[src/hw/rtl/ted_pkg.sv]
`default_nettype none
// ----------------------------------------------------------------------------
// ted_pkg
// Types, codes and helpers shared by the text encoding detector.
// ----------------------------------------------------------------------------
package ted_pkg;

  localparam logic [2:0] ENC_ANSI        = 3'd0;
  localparam logic [2:0] ENC_UTF8_MARK   = 3'd1;
  localparam logic [2:0] ENC_UTF16_LE    = 3'd2;
  localparam logic [2:0] ENC_UTF16_BE    = 3'd3;
  localparam logic [2:0] ENC_UTF8_NOMARK = 3'd4;

  localparam logic [7:0] BOM_EF = 8'hEF;
  localparam logic [7:0] BOM_BB = 8'hBB;
  localparam logic [7:0] BOM_BF = 8'hBF;
  localparam logic [7:0] BOM_FF = 8'hFF;
  localparam logic [7:0] BOM_FE = 8'hFE;

  localparam logic [7:0] CONT_MASK  = 8'hC0;
  localparam logic [7:0] CONT_MATCH = 8'h80;

  localparam logic [1:0] HEAD_FULL = 2'd3;
  localparam logic [3:0] MAX_LEAD  = 4'd6;

  typedef struct packed {
    logic [1:0] bytes_seen;
    logic [7:0] head0;
    logic [7:0] head1;
    logic [7:0] head2;
    logic [2:0] cont_due;
    logic       all_ascii;
    logic       scan_invalid;
    logic       scan_stopped;
  } scan_state_t;

  typedef struct packed {
    logic [2:0] encoding;
    logic [1:0] mark_length;
  } result_t;

  localparam scan_state_t STATE_RESET = '{
    bytes_seen:   2'd0,
    head0:        8'd0,
    head1:        8'd0,
    head2:        8'd0,
    cont_due:     3'd0,
    all_ascii:    1'b1,
    scan_invalid: 1'b0,
    scan_stopped: 1'b0
  };

  function automatic logic [3:0] leading_ones(input logic [7:0] b);
    logic [3:0] n;
    casez (b)
      8'b0???????: n = 4'd0;
      8'b10??????: n = 4'd1;
      8'b110?????: n = 4'd2;
      8'b1110????: n = 4'd3;
      8'b11110???: n = 4'd4;
      8'b111110??: n = 4'd5;
      8'b1111110?: n = 4'd6;
      8'b11111110: n = 4'd7;
      default:     n = 4'd8;
    endcase
    return n;
  endfunction

endpackage
`default_nettype wire

[src/hw/rtl/ted_step.sv]
`default_nettype none
// ----------------------------------------------------------------------------
// ted_step
// Next scan state for one byte and the encoding class seen from that state.
// ----------------------------------------------------------------------------
module ted_step (
  input  wire ted_pkg::scan_state_t state,
  input  wire logic [7:0]           byte_value,
  output ted_pkg::scan_state_t      state_next,
  output ted_pkg::result_t          result
);

  logic [3:0] lead;

  always_comb begin
    lead       = ted_pkg::leading_ones(byte_value);
    state_next = state;

    if (state.bytes_seen != ted_pkg::HEAD_FULL) begin
      case (state.bytes_seen)
        2'd0:    state_next.head0 = byte_value;
        2'd1:    state_next.head1 = byte_value;
        default: state_next.head2 = byte_value;
      endcase
      state_next.bytes_seen = state.bytes_seen + 2'd1;
    end

    if (!state.scan_stopped && !state.scan_invalid) begin
      if (byte_value == 8'd0) begin
        state_next.scan_stopped = 1'b1;
      end else if (state.cont_due == 3'd0) begin
        if (byte_value[7]) begin
          state_next.all_ascii = 1'b0;
          if (lead == 4'd1 || lead > ted_pkg::MAX_LEAD) begin
            state_next.scan_invalid = 1'b1;
          end else begin
            state_next.cont_due = lead[2:0] - 3'd1;
          end
        end
      end else begin
        if ((byte_value & ted_pkg::CONT_MASK) != ted_pkg::CONT_MATCH) begin
          state_next.scan_invalid = 1'b1;
        end else begin
          state_next.cont_due = state.cont_due - 3'd1;
        end
      end
    end
  end

  always_comb begin
    if (state_next.bytes_seen == ted_pkg::HEAD_FULL && state_next.head0 == ted_pkg::BOM_EF &&
        state_next.head1 == ted_pkg::BOM_BB && state_next.head2 == ted_pkg::BOM_BF) begin
      result = '{encoding: ted_pkg::ENC_UTF8_MARK, mark_length: 2'd3};
    end else if (state_next.bytes_seen >= 2'd2 && state_next.head0 == ted_pkg::BOM_FF &&
                 state_next.head1 == ted_pkg::BOM_FE) begin
      result = '{encoding: ted_pkg::ENC_UTF16_LE, mark_length: 2'd2};
    end else if (state_next.bytes_seen >= 2'd2 && state_next.head0 == ted_pkg::BOM_FE &&
                 state_next.head1 == ted_pkg::BOM_FF) begin
      result = '{encoding: ted_pkg::ENC_UTF16_BE, mark_length: 2'd2};
    end else if (!state_next.scan_invalid && !state_next.all_ascii) begin
      result = '{encoding: ted_pkg::ENC_UTF8_NOMARK, mark_length: 2'd0};
    end else begin
      result = '{encoding: ted_pkg::ENC_ANSI, mark_length: 2'd0};
    end
  end

endmodule
`default_nettype wire

[src/hw/rtl/text_encoding_detector.sv]
`default_nettype none
// ----------------------------------------------------------------------------
// text_encoding_detector
// Classifies a byte stream by byte-order mark and UTF-8 validity.
// ----------------------------------------------------------------------------
// Bytes of one file enter on the slave stream, tlast on the final byte. Bytes
// are taken back to back while the input does not stall; the scan state updates
// in the same cycle through a single leading-ones count and a few compares. The
// final byte loads one result (encoding class and mark length) into the output
// register, and the state returns to its reset value so the next file can
// follow at once. A second output slot absorbs a result while the master side
// stalls; input stalls only when both slots are full.
module text_encoding_detector (
  input  wire logic       clk,
  input  wire logic       rst,
  input  wire logic       s_tvalid,
  output logic            s_tready,
  input  wire logic [7:0] s_tdata,   // [7:0] byte_value
  input  wire logic       s_tlast,   // is_last
  output logic            m_tvalid,
  input  wire logic       m_tready,
  output logic [7:0]      m_tdata    // [2:0] encoding, [4:3] mark_length, [7:5] zero
);

  ted_pkg::scan_state_t state;
  ted_pkg::scan_state_t state_next;
  ted_pkg::result_t     step_result;
  ted_pkg::result_t     out_data;
  ted_pkg::result_t     skid_data;
  logic                 out_valid;
  logic                 skid_valid;
  logic                 accept;
  logic                 push;
  logic                 pop;

  ted_step u_step (
    .state      (state),
    .byte_value (s_tdata),
    .state_next (state_next),
    .result     (step_result)
  );

  assign s_tready = !skid_valid;
  assign accept   = s_tvalid && s_tready;
  assign push     = accept && s_tlast;
  assign pop      = out_valid && m_tready;

  always_ff @(posedge clk) begin
    if (rst) begin
      state <= ted_pkg::STATE_RESET;
    end else if (accept) begin
      state <= s_tlast ? ted_pkg::STATE_RESET : state_next;
    end
  end

  always_ff @(posedge clk) begin
    if (rst) begin
      out_valid  <= 1'b0;
      skid_valid <= 1'b0;
    end else if (!out_valid || pop) begin
      if (skid_valid) begin
        out_data   <= skid_data;
        out_valid  <= 1'b1;
        skid_valid <= 1'b0;
      end else if (push) begin
        out_data  <= step_result;
        out_valid <= 1'b1;
      end else begin
        out_valid <= 1'b0;
      end
    end else if (push) begin
      skid_data  <= step_result;
      skid_valid <= 1'b1;
    end
  end

  assign m_tvalid = out_valid;
  assign m_tdata  = {3'b000, out_data.mark_length, out_data.encoding};

endmodule
`default_nettype wire

[config.mk]
export PLATFORM = sky130hd
export DESIGN_NAME = text_encoding_detector
export DESIGN_NICKNAME = d
export VERILOG_FILES = /design/src/hw/rtl/ted_pkg.sv /design/src/hw/rtl/ted_step.sv /design/src/hw/rtl/text_encoding_detector.sv
export SDC_FILE = /design/constraint.sdc
export NUM_CORES = 1
export LEC_CHECK = 0
export CAP_MARGIN = 20
export CORE_UTILIZATION = 40
export DETAILED_ROUTE_END_ITERATION = 8
export DONT_BUFFER_PORTS = 1
export GPL_ROUTABILITY_DRIVEN = 0
export PLACE_DENSITY = 0.65
export SLEW_MARGIN = 30
export SYNTH_ARGS = -nofsm -noshare
export SYNTH_HDL_FRONTEND = slang
export SYNTH_SLANG_ARGS = --single-unit
[constraint.sdc]
create_clock -name clk -period 2.5 [get_ports clk]
set_input_delay 0.375 -clock clk [delete_from_list [all_inputs] [get_ports clk]]
set_output_delay 0.375 -clock clk [all_outputs]
set_load 0.02 [all_outputs]
==> impl_metrics.py <==
metrics = {
    "pwr": {
        "ir_worst_vdd_uv": 270.0,
        "seqPwrFrac_pct": 55.1,
        "p_total_w": 0.001375,
        "power_frac_comb_pct": 11.9,
        "p_per_area_mw_per_mm2": 546.8,
        "power.share.switching_pct": 27.08,
        "intPower_w": 0.001003,
        "net-switching-power_w": 0.0003724,
        "clkPwrFrac_pct": 33.0,
        "leakage_nw": 0.9401,
    },
    "critical_path": {
        "cp.arrival_ps": 2130,
        "slowest_delay_ps": 340,
        "cp_max_fo": 10,
        "worst_setup_path_end_kind": "flip-flop",
        "start_kind": "flip-flop",
        "worstPathRequired_ps": 2570,
        "crit_chain": "buf_4 > mux2_4 > a21oi_1 > o21ai_0 > and3_1 > o211a_1 > mux2_2",
        "worst-setup-path-type": "flip-flop to flip-flop",
        "worst_path_max_delay_cell": "dfxtp_1",
        "r2r_setup_slack_ps": 430,
    },
    "timing": {
        "max_freq_ghz": 0.4840,
        "rsz0062_at_grt": "no",
        "setup_viol_count_final": 0,
        "tightest_slew_ps": 751.6,
        "fin_tns_setup_ps": 0,
        "fin_crit_ps": 2066,
        "fin_skew_ps": 12.50,
        "hold_viol_final": 0,
        "slew_violations": 0,
        "period_share_pct": 82.65,
        "relSlewSlack_pct": 49.56,
    },
    "routing": {
        "wirelength_um": 5677,
        "drt-pass1-iter-count": 4,
        "antenna_left": 0,
        "wl_per_cell_um": 16.85,
        "vias_per_cell": 5.760,
        "drc": 0,
        "drtIter0Drc": 157,
        "vias": 1941,
    },
    "floorplan": {
        "io_pins": 23,
        "initial_core_util_pct": 42.60,
        "core_area_mm2": 0.005642,
        "die_height_um": 79.52,
        "die_x_um": 79.52,
        "die_area_mm2": 0.006323,
        "core.rowCount": 27,
    },
    "final_layout": {
        "fin_util_pct": 44.58,
        "layout_common_cells": "nor2_1, dfxtp_1, a22oi_1, nand2_1, a21oi_1",
        "final_common_cell": "nor2_1",
        "drive_above_1_share_pct": 10.57,
        "nets": 282,
        "area_growth_pct": 4.633,
        "diodes": 0,
    },
    "clock_tree": {
        "cts_buffer_depth": 2,
        "htreeDepth": 2,
        "postCtsHoldBufs": 0,
        "clk_pin_slew_ps": 90,
        "cts_resized": 0,
        "cts_root_buf": "clkbuf_8",
        "cts_made_buffers": 5,
        "cts_tree": "done",
        "clock_latency_ps": 310,
        "cts_setup_buffers": 0,
        "clock_sinks": 44,
    },
    "global_route": {
        "grtUsageTotal_pct": 19.46,
        "grt_overflow_total": 0,
        "grt_pass1_wl_um": 9294,
        "grt_pass1_vias": 1876,
        "grt_antenna_before_repair": 0,
        "grt_max_degree": 34,
    },
    "yosys": {
        "synth_edf_count": 10,
        "synth_cell_types": 55,
        "async_reset_ff_share_pct": 0,
        "synth-seq-cells": 44,
        "synthFlopType": "dfxtp_1",
        "syn-instance-count": 269,
        "synth_seq_area_share_pct": 40.81,
        "synthesis.area_mm2": 0.002404,
        "yosys_warnings": 0,
        "syn_avg_cell_area_um2": 8.935,
    },
    "status": {
        "status": "complete, no violations",
    },
    "placement": {
        "post-dp-hpwl_um": 3925,
        "portBuffers": 0,
    },
    "hold_path": {
        "min_path_type": "primary input to flip-flop",
    },
    "flow_run": {
        "cap_violations": 0,
    },
}
## layer usage
| metal | track usage (%) | wire length, µm | vias up |
|---|---|---|---|
| li1 | - | - | 953 |
| met1 | 25.62 | 2723 | 931 |
| met2 | 28.97 | 2539 | 51 |
| met3 | 5.143 | 327 | 6 |
| met4 | 10.00 | 87 | 0 |
| met5 | 0 | 0 | - |
## cell type report
cell class | instances | area [µm²]
fillers | 522 | 3127
flip-flops and latches | 44 | 980.9
well taps | 72 | 90.09
inverters | 10 | 37.54
clock buffers | 6 | 72.57
multi-input cells | 199 | 1291
clock inverters | 2 | 12.51
repair buffers | 4 | 30.03
## flip-flops by register name (all words and copies together), names as in the netlist
| name | flops |
|---|---|
| skid_valid | 1 |
| m_tvalid | 1 |
| m_tdata | 5 |
| state | 32 |
| skid_data | 5 |
## through the flow
step | hold slack (ps) | cell area (µm²) | std cells | worst slack (ps)
2_1_floorplan | 427.1 | 2411 | 271 | 287.5
3_3_place_gp | 444.9 | 2425 | 329 | 302.9
3_5_place_dp | 441.8 | 2430 | 329 | 241.2
4_1_cts | 119.0 | 2515 | 337 | 445.1
5_1_grt | 112.6 | 2515 | 337 | 312.3
6_report | 127.6 | 2515 | 337 | 433.7
## synth_stat cells (all sizes together), types with 2 or more instances
master	instances	share of area, %
nand4	5	1.3
mux2	6	3.6
nor3b	2	0.62
o21ai	8	1.7
o211a	3	1.2
and2	4	1.0
inv	10	1.6
nand3	8	1.9
nor3	6	1.2
o31ai	4	1.5
nand2b	6	1.6
and3	2	0.52
nor2b	12	3.5
clkbuf	9	1.5
mux2i	4	1.7
nor4	2	0.52
a211oi	2	0.83
a31oi	4	1.0
nor2	37	6.1
nand3b	2	0.62
a21oi	16	3.8
nand2	20	3.4
a21o	2	0.62
dfxtp	34	28
buf	9	3.0
ha	5	2.6
a22oi	23	7.2
edfxtp	10	12
nor4b	2	0.99
## cells by family (layout without fill, tap and decap cells)
| kind of cell | after synthesis | after routing | share of synthesized area, % |
|---|---|---|---|
| AO/OA/AOI/OAI | 70 | 70 | 20.61 |
| XOR/XNOR | 1 | 1 | 0.3645 |
| adder cells (fa/ha/maj) | 5 | 5 | 2.603 |
| buffers and inverters | 28 | 22 | 5.986 |
| flip-flops | 44 | 44 | 40.81 |
| multiplexers | 10 | 10 | 5.258 |
| other | 1 | 3 | 0.1560 |
| AND/OR/NAND/NOR | 110 | 110 | 24.21 |
## critical path: cells and delay by family (launching register included)
kind / cells / cell delay (ps)
AO/OA/AOI/OAI: 3 / 520
buffers and inverters: 1 / 200
flip-flops: 1 / 340
multiplexers: 2 / 590
AND/OR/NAND/NOR: 1 / 190
## power by group through the flow
stage	Clock (W)	Combinational [W]	Sequential, W
after floorplan	0	0.000148	0.000771
after global placement	0	0.000158	0.000774
after detailed placement	0	0.000161	0.000775
after CTS	0.000457	0.000161	0.000758
after global routing	0.000488	0.000181	0.000760
final	0.000454	0.000163	0.000758
## worst paths after layout
check                           startpoint    endpoint  cells past startpoint
worst max register to register   state[30]  m_tdata[0]                      7
worst max-delay path             state[30]  m_tdata[0]                      7
worst min-delay path                   rst    state[3]                      1
worst min register to register   state[21]   state[21]                      2
(Power assumes the default switching activity.)
